File: src/pest_pkg.sv
// ----------------------------------------------------------------------------
// pest_pkg
// Shared types and constants for the sighting table: request broadcast,
// write-back broadcast, the scan beat carried along the cell chain, codes.
// ----------------------------------------------------------------------------
package pest_pkg;

    localparam int IDENT_W  = 56;
    localparam int LEVEL_W  = 8;
    localparam int TIME_W   = 32;
    localparam int CLASS_W  = 3;
    localparam int SLOT_W   = 4;
    localparam int SLOT_ID_W = 8;
    localparam int CFG_W    = 32;

    localparam logic [LEVEL_W-1:0] LEVEL_MIN = 8'sh81;  // -127

    localparam logic REG_EXPIRE = 1'b0;
    localparam logic REG_FLAG   = 1'b1;

    localparam logic [CFG_W-1:0]   EXPIRE_RESET = 32'd30000;
    localparam logic [CLASS_W-1:0] FLAG_RESET   = 3'd4;

    localparam logic [1:0] RANK_PLAIN   = 2'd0;
    localparam logic [1:0] RANK_NAMED   = 2'd1;
    localparam logic [1:0] RANK_FLAGGED = 2'd2;

    typedef enum logic [1:0] {
        EV_NONE       = 2'd0,
        EV_DISCOVERED = 2'd1,
        EV_NAMED      = 2'd2,
        EV_FLAGGED    = 2'd3
    } event_t;

    typedef enum logic [1:0] {
        ST_IDLE,
        ST_EXPIRE,
        ST_SCAN
    } state_t;

    // sighting held steady for the whole scan
    typedef struct packed {
        logic [IDENT_W-1:0] ident;
        logic [TIME_W-1:0]  now;
        logic [CFG_W-1:0]   expire_ticks;
        logic [CLASS_W-1:0] flag_level;
        logic [1:0]         in_rank;
    } req_t;

    // write-back to one cell
    typedef struct packed {
        logic                 en;
        logic [SLOT_ID_W-1:0] idx;
        logic [IDENT_W-1:0]   ident;
        logic [LEVEL_W-1:0]   level;
        logic [TIME_W-1:0]    seen;
        logic                 named;
        logic [CLASS_W-1:0]   cls;
    } wr_t;

    // running scan result handed from cell to cell
    typedef struct packed {
        logic                 match_hit;
        logic [SLOT_ID_W-1:0] match_id;
        logic                 match_named;
        logic [CLASS_W-1:0]   match_cls;
        logic [LEVEL_W-1:0]   match_level;
        logic                 free_hit;
        logic [SLOT_ID_W-1:0] free_id;
        logic                 ev_hit;
        logic [SLOT_ID_W-1:0] ev_id;
        logic [1:0]           ev_rank;
        logic [TIME_W-1:0]    ev_age;
    } acc_t;

    function automatic logic [1:0] rank_of(input logic named, input logic [CLASS_W-1:0] cls,
                                           input logic [CLASS_W-1:0] flag_level);
        logic [1:0] r;
        if (cls >= flag_level)
            r = RANK_FLAGGED;
        else if (named)
            r = RANK_NAMED;
        else
            r = RANK_PLAIN;
        return r;
    endfunction

endpackage

File: src/pest_cell.sv
// ----------------------------------------------------------------------------
// pest_cell
// One table entry. Expires itself on request, folds its entry into the scan
// beat from its left neighbour and registers the beat for its right one.
// ----------------------------------------------------------------------------
module pest_cell #(
    parameter int CELL_ID = 0
) (
    input  logic            clk,
    input  logic            rst_n,
    input  logic            expire_en,
    input  pest_pkg::req_t  req,
    input  pest_pkg::wr_t   wr,
    input  pest_pkg::acc_t  acc_in,
    output pest_pkg::acc_t  acc_out
);
    import pest_pkg::*;

    localparam logic [SLOT_ID_W-1:0] MY_ID = SLOT_ID_W'(CELL_ID);

    logic               valid_reg, valid_next;
    logic               named_reg, named_next;
    logic [CLASS_W-1:0] class_reg, class_next;
    logic [IDENT_W-1:0] ident_reg;
    logic [LEVEL_W-1:0] level_reg;
    logic [TIME_W-1:0]  seen_reg;
    acc_t               acc_reg, acc_next;

    logic [TIME_W-1:0]  age;
    logic [1:0]         my_rank;
    logic               wr_hit;

    assign age     = req.now - seen_reg;
    assign my_rank = rank_of(named_reg, class_reg, req.flag_level);
    assign wr_hit  = wr.en && (wr.idx == MY_ID);

    // entry control: expiry clears, write-back fills
    always_comb
    begin
        valid_next = valid_reg;
        named_next = named_reg;
        class_next = class_reg;
        if (expire_en && valid_reg && (age >= req.expire_ticks))
        begin
            valid_next = 1'b0;
            named_next = 1'b0;
            class_next = '0;
        end
        else if (wr_hit)
        begin
            valid_next = 1'b1;
            named_next = wr.named;
            class_next = wr.cls;
        end
    end

    always_ff @(posedge clk or negedge rst_n)
    begin
        if (!rst_n)
        begin
            valid_reg <= 1'b0;
            named_reg <= 1'b0;
            class_reg <= '0;
        end
        else
        begin
            valid_reg <= valid_next;
            named_reg <= named_next;
            class_reg <= class_next;
        end
    end

    // entry payload
    always_ff @(posedge clk)
    begin
        if (wr_hit)
        begin
            ident_reg <= wr.ident;
            level_reg <= wr.level;
            seen_reg  <= wr.seen;
        end
    end

    // fold this entry into the passing scan beat
    always_comb
    begin
        acc_next = acc_in;
        if (valid_reg && (ident_reg == req.ident) && !acc_in.match_hit)
        begin
            acc_next.match_hit   = 1'b1;
            acc_next.match_id    = MY_ID;
            acc_next.match_named = named_reg;
            acc_next.match_cls   = class_reg;
            acc_next.match_level = level_reg;
        end
        if (!valid_reg && !acc_in.free_hit)
        begin
            acc_next.free_hit = 1'b1;
            acc_next.free_id  = MY_ID;
        end
        if (valid_reg && (my_rank <= req.in_rank))
        begin
            if (!acc_in.ev_hit || (my_rank < acc_in.ev_rank) ||
                ((my_rank == acc_in.ev_rank) && (age > acc_in.ev_age)))
            begin
                acc_next.ev_hit  = 1'b1;
                acc_next.ev_id   = MY_ID;
                acc_next.ev_rank = my_rank;
                acc_next.ev_age  = age;
            end
        end
    end

    always_ff @(posedge clk or negedge rst_n)
    begin
        if (!rst_n)
            acc_reg <= '0;
        else
            acc_reg <= acc_next;
    end

    assign acc_out = acc_reg;

endmodule

File: config.mk
export PLATFORM = sky130hd
export DESIGN_NAME = pest_cell
export DESIGN_NICKNAME = d
export VERILOG_FILES = /design/src/pest_pkg.sv /design/src/pest_cell.sv
export SDC_FILE = /design/constraint.sdc
export NUM_CORES = 1
export LEC_CHECK = 0
export BUFFER_PORTS_ARGS = -buffer_cell sky130_fd_sc_hd__buf_2
export CAP_MARGIN = 10
export CORE_MARGIN = 5
export CORE_UTILIZATION = 39
export DETAILED_ROUTE_END_ITERATION = 6
export PLACE_DENSITY = 0.76
export SLEW_MARGIN = 20
export SYNTH_ARGS = -nofsm -noshare
export SYNTH_HDL_FRONTEND = slang
export SYNTH_SLANG_ARGS = --single-unit
File: constraint.sdc
create_clock -name clk -period 4.48 [get_ports clk]
set_clock_uncertainty 0.15 [all_clocks]
set_input_delay 0.224 -clock clk [delete_from_list [all_inputs] [get_ports clk]]
set_output_delay 0.224 -clock clk [all_outputs]
set_load 0.02 [all_outputs]
==> results of run 1 <==
-- cell usage in the layout (no fill, tap or decap), types with 14 or more instances in the layout --
cell type	Yosys	layout
a21o_1	21	21
a21oi_1	58	48
buf_2	8	381
buf_4	0	88
clkbuf_16	0	19
dfrtp_1	78	78
dlygate4sd3_1	0	174
edfxtp_1	96	96
ha_1	102	98
inv_1	123	120
mux2_2	35	15
mux2_4	0	20
nand2_1	40	35
nand3_1	18	18
nand4_1	29	29
nor2_1	48	40
nor2b_1	31	31
o21ai_0	26	14
xnor2_1	46	44
xor2_1	24	21
-- power by group through the flow --
stage                     Combinational (W)  Sequential [W]  Clock (W)
after floorplan                    0.000457         0.00198          0
after global placement              0.00104         0.00187          0
after detailed placement            0.00107         0.00187          0
after CTS                           0.00133         0.00184    0.00155
after global routing                0.00156         0.00185    0.00162
final                               0.00145         0.00184    0.00152
-- layer usage --
metal	share of wire	vias to the layer above	wire (um)	global-route usage
met2	0.50	475	18000	0.398
met1	0.40	4678	14300	0.297
li1	-	4610	-	-
met5	0	-	0	0
met3	0.068	97	2470	0.0407
met4	0.039	0	1410	0.105
-- worst register-to-register path, stage by stage (launching register included) --
cell	delay, ns
edfxtp_1	0.34
inv_2	0.05
ha_4	0.24
nor2b_1	0.14
o21ai_1	0.11
o211a_1	0.26
o211a_4	0.26
a2111oi_4	0.46
nor2_2	0.11
o21ai_2	0.17
xor2_2	0.09
ha_1	0.33
nand4_1	0.26
nor4_4	0.37
o311ai_2	0.17
a311o_2	0.46
buf_6	0.16
clkbuf_16	0.16
mux2_4	0.29
-- how the worst min path moves through the flow --
stage	slack [ns]	cells after the start	from	endpoint
floorplan	-0.22	0	rst_n	acc_out[0]
global placement	0.07	1	rst_n	acc_out[4]
detailed placement	0.07	1	rst_n	acc_out[39]
CTS	0.05	3	expire_en	valid_reg
global route	0.004	3	expire_en	class_reg[0]
finish	0.01	3	expire_en	named_reg
-- area by class of cell --
cell class | instances | area, um2
well taps | 330 | 413
clock inverters | 13 | 141
inverters | 123 | 462
repair buffers | 659 | 4600
flip-flops and latches | 174 | 4830
multi-input cells | 606 | 5110
diodes | 5 | 12.5
clock buffers | 19 | 458
fillers | 1900 | 9220
-- timing repair --
item / CTS / global route
gates resized for setup: 48 / 78
setup buffers: 17 / 8
cloned: 4 / 1
pin swaps: 24 / 39
hold endpoints to repair: 204 / 0
hold buffers: 174 / 0
setup endpoints to repair: 41 / 47
-- kinds of logic (layout without fill, tap and decap cells) --
kind of cell / Yosys count / after routing / synth area share
buffers and inverters: 146 / 814 / 0.0563
XOR/XNOR: 70 / 70 / 0.0610
flip-flops: 174 / 174 / 0.481
multiplexers: 36 / 36 / 0.0402
AO/OA/AOI/OAI: 180 / 180 / 0.120
AND/OR/NAND/NOR: 217 / 217 / 0.112
other: 0 / 5 / 0
adder cells (fa/ha/maj): 103 / 103 / 0.129
-- metrics by stage --
| stage | cell area (um2) | hold WS, ns | cells | worst slack, ns | total power, W |
|---|---|---|---|---|---|
| after detailed placement | 12900 | 0.0706 | 1688 | -0.246 | 0.00294 |
| final | 16000 | 0.0133 | 1929 | -0.217 | 0.00481 |
| after global routing | 16000 | 0.00381 | 1927 | -0.339 | 0.00503 |
| after CTS | 15600 | 0.0491 | 1915 | -0.0682 | 0.00473 |
| after global placement | 12900 | 0.0722 | 1688 | -0.129 | 0.00292 |
| after floorplan | 10100 | -0.222 | 926 | 0.00301 | 0.00244 |
==> impl_metrics.yaml, run 1 <==
final_layout:
  layout-drive-gt1-share: 0.399
  largest_reg_flops: 73
  area_growth_pct: 59.5
  utilization: 0.635
  nets: 1994
placed_design:
  dpl.hpwl_mm: 25.9
  gp_congestion: 0.898
  portBuffers: 382
global_routing:
  grt_pass1_vias: 10300
  grt.overflow.total: 0
  grt_first_pass_wirelength_mm: 53.6
  grt_max_degree: 48
  antenna_found_initial: 3
  track_usage: 0.236
worst_setup_path:
  start_kind: "register"
  cp-startpoint: "seen_reg[1]"
  cp.required_ns: 4.64
  critical_path.top_delay_family: "compound AO/OA/AOI/OAI gates"
  slowest_stage: "a2111oi_4"
  crit_buf_inv: 3
  critical_path_class: "register to register"
  endpoint: "acc_out[8]"
  r2r_setup_slack_ns: -0.22
  crit_chain: "inv_2 -> ha_4 -> nor2b_1 -> o21ai_1 -> o211a_1 -> o211a_4 -> a2111oi_4 -> nor2_2 -> o21ai_2 -> xor2_2 -> ha_1 -> nand4_1 -> nor4_4 -> o311ai_2 -> a311o_2 -> buf_6 -> clkbuf_16 -> mux2_4"
  crit_fanout: 4
  crit_path_end_kind: "register"
  arrival_ns: 4.86
  cpPeakStageDelay_ns: 0.46
  r2r-start: "seen_reg[1]"
  worstRegToRegCells: 18
  path_depth: 18
  worstReg2RegEnd: "acc_out[8]"
timing:
  setup_viol: 42
  slew_headroom: 0.554
  fin_setup_tns_ns: -7.23
  rsz0062_at_grt: "yes"
  max_freq_mhz: 213
  hold_violations: 0
  tightest_slew_ns: 0.669
  min_period_ns: 4.70
  setup_ws_ns: -0.217
  fin_crit_sh: 1.05
  final-max-slew-violation-count: 0
synthesis:
  syn-cell-area_um2: 10000
  synth_area_leaders: "edfxtp_1, dfrtp_1, ha_1"
  yosys_warnings: 0
  synthCells: 926
  syn_area_per_cell_um2: 10.9
  syn_nets: 1339
  synth_edf_count: 96
  synth_top_area_cell: "edfxtp_1"
  synth_common_cells: "inv_1, ha_1, edfxtp_1, dfrtp_1, a21oi_1"
  synth_cell_types: 65
  synth_ff_type: "edfxtp_1"
  ys_ff_latch: 174
  ys_seq_area_frac: 0.481
  synth_top_cell_area_share: 0.287
  yosysMostFrequentCell: "inv_1"
  postSynth.asyncResetShare: 0.448
power_and_ir_drop:
  swShare: 0.311
  p_comb_frac: 0.302
  p_sw_w: 0.00150
  p_int_w: 0.00331
  power_density_nw_per_um2: 300
  p_seq_frac: 0.383
  p_leak_nw: 7.68
  clkPwrFrac: 0.315
  vdd_drop_max_mv: 0.210
clock_network:
  cts_tree: "yes"
  clk_latency_ns: 0.43
  cts_root_buf: "clkbuf_16"
  htreeDepth: 4
  cts_max_path_buffers: 2
  cts_sinks: 174
  cts_buffers: 17
  path_clk_slew_ns: 0.07
routing:
  first_iter_violations: 701
  drc: 0
  wire_per_inst_um: 18.8
  ant_nets: 0
  drt_pass1_iterations: 5
  wl_mm: 36.2
  vias: 9860
  vias_per_cell: 5.11
floorplanning:
  rows: 58
  start_util: 0.398
  core_area_um2: 25300
  die_area_um2: 29100
  die_width_um: 171
  chipHeight_um: 171
  io_pins: 383
outcome:
  violations: "negative setup slack"
  status: "finished with violations"
run:
  drv_cap: 0
worst_hold_path:
  worstHoldPathType: "input pin to register"
No activity file was read; power rests on OpenSTA's default activity.
==> inputs of run 2 (changes only) <==
==> constraint.sdc (replaced) <==
create_clock -name clk -period 4.48 [get_ports clk]
set_clock_uncertainty 0.15 [all_clocks]
set_input_delay 0.896 -clock clk [delete_from_list [all_inputs] [get_ports clk]]
set_output_delay 0.896 -clock clk [all_outputs]
set_load 0.02 [all_outputs]
==> run 2 against run 1 <==
The run still ends with negative setup slack left. Sequential share of layout area is 3.2 points higher. Non-clock buffer count fell by 130. Final area decreased by 9.5%. Utilization shrank 6.0 points. First-iteration DRC count decreased by 27%. Via count decreased by 9.3%. Register-to-register slack better by 0.19 ns. Sequential power barely moved. Count of clock-buffer cells in the layout fell by 1. Global-route usage decreased by 2.4 points. Power shrank 3.8%. Critical path type is now input pin to register. Critical endpoint is now acc_out[29]. Highest routed layer is now met5.
==> impl_metrics.yaml, run 2 (same netlist as run 1, synthesis figures left out) <==
outcome:
  status: "finished with violations"
  violations: "negative setup slack"
worst_setup_path:
  arrival_ns: 4.86
  crit_fanout: 3
  critical_path_class: "input pin to register"
  r2r_setup_slack_ns: -0.03
  crit_path_end_kind: "register"
  cp.required_ns: 4.69
  start_kind: "input pin"
clock_network:
  cts_max_path_buffers: 2
  htreeDepth: 4
  path_clk_slew_ns: 0.08
  cts_sinks: 174
  cts_tree: "yes"
  cts_root_buf: "clkbuf_16"
  cts_buffers: 17
  clk_latency_ns: 0.44
  ctsHoldBuffers: 0
timing:
  fin_crit_sh: 1.04
  tightest_slew_ns: 0.748
  slew_headroom: 0.501
  setup_ws_ns: -0.167
  final-max-slew-violation-count: 0
  min_period_ns: 4.65
  max_freq_mhz: 215
  rsz0062_at_grt: "yes"
  hold_violations: 0
  setup_viol: 38
  fin_hold_ws_ns: 0.313
  fin_setup_tns_ns: -4.07
final_layout:
  layout-drive-gt1-share: 0.454
  multi_input_area_um2: 5040
  regArea_um2: 4830
  area_growth_pct: 44.4
  layout_commonest_cell: "buf_2"
  layout_common_cells: "buf_2, buf_4, inv_1"
  utilization: 0.575
  largest_reg_flops: 73
  nFillCells: 2172
  nets: 1864
global_routing:
  grt_pass1_vias: 9099
  grt_max_degree: 57
  grt.overflow.total: 0
  track_usage: 0.211
  grt_first_pass_wirelength_mm: 47.7
  antenna_found_initial: 6
power_and_ir_drop:
  p_leak_nw: 7.08
  finalPower_w: 0.00463
  vdd_drop_max_mv: 0.283
  power_density_nw_per_um2: 319
routing:
  vias_per_cell: 4.97
  wl_mm: 32.3
  vias: 8942
  ant_nets: 0
  first_iter_violations: 509
  drt_pass1_iterations: 5
  wire_per_inst_um: 17.9
  drc: 0
placed_design:
  portBuffers: 382
  dpl.hpwl_mm: 26.2
  gp_congestion: 0.923
floorplanning:
  chipHeight_um: 171
  rows: 58
  core_area_um2: 25300
  io_pins: 383
  start_util: 0.398
  die_area_um2: 29100
  die_width_um: 171
worst_hold_path:
  worstHoldPathType: "input pin to async pin"
run:
  drv_cap: 0
[run 2: changes by cell type in the layout (fill, tap and decap cells not counted), moves of 4 or more]
| cell | before | now |
|---|---|---|
| buf_16 | 4 | 0 |
| and2_1 | 0 | 8 |
| and2_4 | 8 | 0 |
| nor2_4 | 4 | 0 |
| mux2_2 | 15 | 23 |
| buf_4 | 88 | 136 |
| nor2_1 | 40 | 45 |
| nand2_1 | 35 | 39 |
| mux2_4 | 20 | 12 |
| dlygate4sd3_1 | 174 | 0 |
[run 2: final timing paths]
kind / from / endpoint / depth (start not counted)
worst max-delay path: req[38] / acc_out[29] / 19
worst min-delay path: rst_n / acc_out[13] / 1
worst max register to register: seen_reg[1] / acc_out[29] / 19
worst min register to register: level_reg[5] / acc_out[57] / 1
max in group asynchronous: rst_n / valid_reg / 2
min in group clk: level_reg[5] / acc_out[57] / 1
[run 2: cell type report]
type / count / area share
clock buffer: 18 / 0.0303
clock inverter: 14 / 0.0116
timing repair buffer: 529 / 0.216
sequential: 174 / 0.333
multi-input combinational: 606 / 0.347
tap: 330 / 0.0285
inverter: 123 / 0.0322
antenna: 5 / 0.000862
[run 2: repair_timing]
| item | in CTS | in global routing |
|---|---|---|
| buffers inserted | 11 | 3 |
| setup endpoints to repair | 47 | 47 |
| pin swaps | 8 | 17 |
| gates resized for setup | 30 | 41 |
| cloned | 0 | 1 |
[run 2: metrics by stage]
stage                     std cells  instance area [um2]  setup slack, ns
final                          1799                14500           -0.167
after global routing           1798                14500           -0.385
after global placement         1747                13400           -0.648
after detailed placement       1747                13400           -0.779
after floorplan                 926                10200           -0.187
after CTS                      1790                14300           -0.182
[run 2: metal layers]
layer  share of wire  track usage  wire, um
met2            0.50        0.365     16100
met1            0.42        0.269     13600
met3           0.058       0.0402      1870
met4           0.023       0.0649       748
met5         0.00022            0         7
[run 2: critical path: stages]
cell and delay, ns:
buf_6 0.10, ha_4 0.24, nor2b_2 0.14, o21ai_2 0.07
o211a_1 0.26, o211a_4 0.27, a2111oi_4 0.44, o21ai_2 0.10
a21oi_2 0.21, nor2_2 0.08, ha_1 0.30, nand4_1 0.17
nor4_4 0.37, o31ai_2 0.12, a311o_2 0.41, buf_6 0.14
nor4bb_2 0.29, o21ai_1 0.12, nand4_1 0.11
[run 2: where the power goes]
part,switching (W),internal (W)
sequential,0.0000458,0.00179
combinational,0.000648,0.000603
clock,0.000768,0.000774
total,0.00146,0.00317
==> inputs of run 3 (changes only) <==
Settings changed: RECOVER_POWER from default to 50.
==> run 3 against run 2 <==
The run ends with max-capacitance violations, max-slew violations, negative setup slack left. Worst setup slack worse by 0.0034 ns. Non-clock buffer count unchanged. Maximum frequency about the same. Die area is the same. Hold slack better by 0.020 ns. Routed wire length hardly changed. Via count up 0.12%. Clock power is essentially flat. Final area is essentially flat. Power hardly changed. Largest cell class unchanged. Largest power group unchanged. Highest routed layer unchanged.
==> impl_metrics.yaml, run 3 (same netlist as run 1, synthesis figures left out) <==
outcome:
  status: "finished with violations"
  violations: "max-capacitance violations, max-slew violations, negative setup slack"
timing:
  hold_violations: 0
  min_period_ns: 4.65
  max_freq_mhz: 215
  rsz0062_at_grt: "yes"
  slew_headroom: -0.666
  tightest_slew_ns: 2.50
  setup_viol: 40
  final-max-slew-violation-count: 43
  setup_ws_ns: -0.170
  fin_crit_sh: 1.04
floorplanning:
  start_util: 0.398
  die_width_um: 171
  core_area_um2: 25300
  io_pins: 383
  rows: 58
  die_area_um2: 29100
  chipHeight_um: 171
worst_setup_path:
  critical_path_class: "input pin to register"
  crit_fanout: 3
  path_depth: 19
  arrival_ns: 4.86
  worstReg2RegEnd: "acc_out[29]"
  r2r-start: "seen_reg[1]"
  cp.required_ns: 4.69
  start_kind: "input pin"
  slowest_stage: "a2111oi_4"
  worstRegToRegCells: 19
  critical_path.top_delay_family: "compound AO/OA/AOI/OAI gates"
  crit_path_end_kind: "register"
  cpPeakStageDelay_ns: 0.44
  crit_chain: "buf_6 -> ha_4 -> nor2b_2 -> o21ai_2 -> o211a_1 -> o211a_4 -> a2111oi_4 -> o21ai_2 -> a21oi_2 -> nor2_2 -> ha_1 -> nand4_1 -> nor4_4 -> o31ai_2 -> a311o_2 -> buf_6 -> nor4bb_2 -> o21ai_1 -> nand4_1"
  crit_buf_inv: 2
  r2r_setup_slack_ns: -0.03
worst_hold_path:
  hold_depth: 1
  worstHoldPathType: "register to register"
  worst_hold_startpoint: "level_reg[5]"
  min_to: "acc_out[57]"
final_layout:
  largest_reg_flops: 73
  layout-drive-gt1-share: 0.449
  layout_common_cells: "buf_2, buf_4, inv_1"
  nFillCells: 2178
  instances_no_fill: 1799
  area_growth_pct: 44.3
  nets: 1864
  layout_commonest_cell: "buf_2"
clock_network:
  cts_tree: "yes"
  cts_sinks: 174
  cts_max_path_buffers: 2
  ctsHoldBuffers: 0
  cts_root_buf: "clkbuf_16"
  htreeDepth: 4
  path_clk_slew_ns: 0.08
  clk_latency_ns: 0.44
  cts_buffers: 17
routing:
  first_iter_violations: 504
  ant_nets: 0
  drt_pass1_iterations: 5
  vias_per_cell: 4.98
  drc: 0
  vias: 8953
  wire_per_inst_um: 18.0
  wl_mm: 32.3
global_routing:
  grt_max_degree: 57
  grt.overflow.total: 0
  antenna_found_initial: 6
  track_usage: 0.211
  grt_first_pass_wirelength_mm: 47.7
  grt_pass1_vias: 9099
power_and_ir_drop:
  vdd_drop_max_mv: 0.283
  finalPower_w: 0.00463
  power_density_nw_per_um2: 319
  p_leak_nw: 7.06
placed_design:
  portBuffers: 382
  dpl.hpwl_mm: 26.2
  place_inst: 1747
  gp_congestion: 0.923
run:
  drv_cap: 1
[run 3: cell count changes in the layout (fill, tap and decap cells not counted)]
cell | previous run | this run
clkbuf_2 | 0 | 1
buf_2 | 378 | 373
clkbuf_1 | 0 | 6
buf_4 | 136 | 134
[run 3: worst max-delay path by stage]
stage          startpoint           to  slack [ns]
4_1_cts           req[38]  acc_out[31]       -0.18
2_1_floorplan     req[53]  acc_out[17]       -0.19
5_1_grt           req[38]  acc_out[29]       -0.39
3_3_place_gp      req[38]   acc_out[1]       -0.65
6_report          req[38]  acc_out[29]       -0.17
3_5_place_dp      req[37]  acc_out[31]       -0.78
[run 3: what timing repair did]
| action | in CTS | in global routing |
|---|---|---|
| pin swaps | 8 | 17 |
| buffers inserted | 11 | 3 |
| endpoints found under the setup margin | 47 | 47 |
| gates cloned | 0 | 1 |
| gates resized for setup | 30 | 41 |
| hold endpoints to repair | 0 | 0 |
[run 3: per-layer routing]
metal  vias to the layer above  GRT usage  wire length (um)
li1                       4344          -                 -
met1                      4279      0.269             13600
met2                       282      0.365             16100
met3                        46     0.0402              1900
met4                         2     0.0649               748
met5                         -          0                 7
[run 3: final cells by class]
type / instances / area [um2] / area share
inverter: 123 / 467 / 0.0322
clock inverter: 14 / 169 / 0.0116
timing repair buffer: 529 / 3120 / 0.215
multi-input combinational: 606 / 5040 / 0.348
sequential: 174 / 4830 / 0.333
tap: 330 / 413 / 0.0285
antenna: 5 / 12.5 / 0.000863
clock buffer: 18 / 439 / 0.0303
[run 3: where the power goes]
| group | switching, W | internal [W] | leakage [nW] | total [W] |
|---|---|---|---|---|
| clock network | 0.000768 | 0.000774 | 0.294 | 0.00154 |
| registers | 0.0000452 | 0.00179 | 1.79 | 0.00184 |
| logic | 0.000648 | 0.000601 | 4.98 | 0.00125 |
| total | 0.00146 | 0.00317 | 7.06 | 0.00463 |
[run 3: metrics by stage]
| step | worst slack, ns | TNS [ns] | util | area, um2 | hold slack [ns] |
|---|---|---|---|---|---|
| after global routing | -0.385 | -11.73 | 0.574 | 14500 | 0.351 |
| after CTS | -0.182 | -4.52 | 0.565 | 14300 | 0.324 |
| final | -0.170 | -4.22 | 0.574 | 14500 | 0.334 |
| after floorplan | -0.187 | -4.94 | - | 10200 | 0.304 |
| after global placement | -0.648 | -27.93 | 0.532 | 13400 | 0.305 |
| after detailed placement | -0.779 | -33.44 | 0.532 | 13400 | 0.318 |
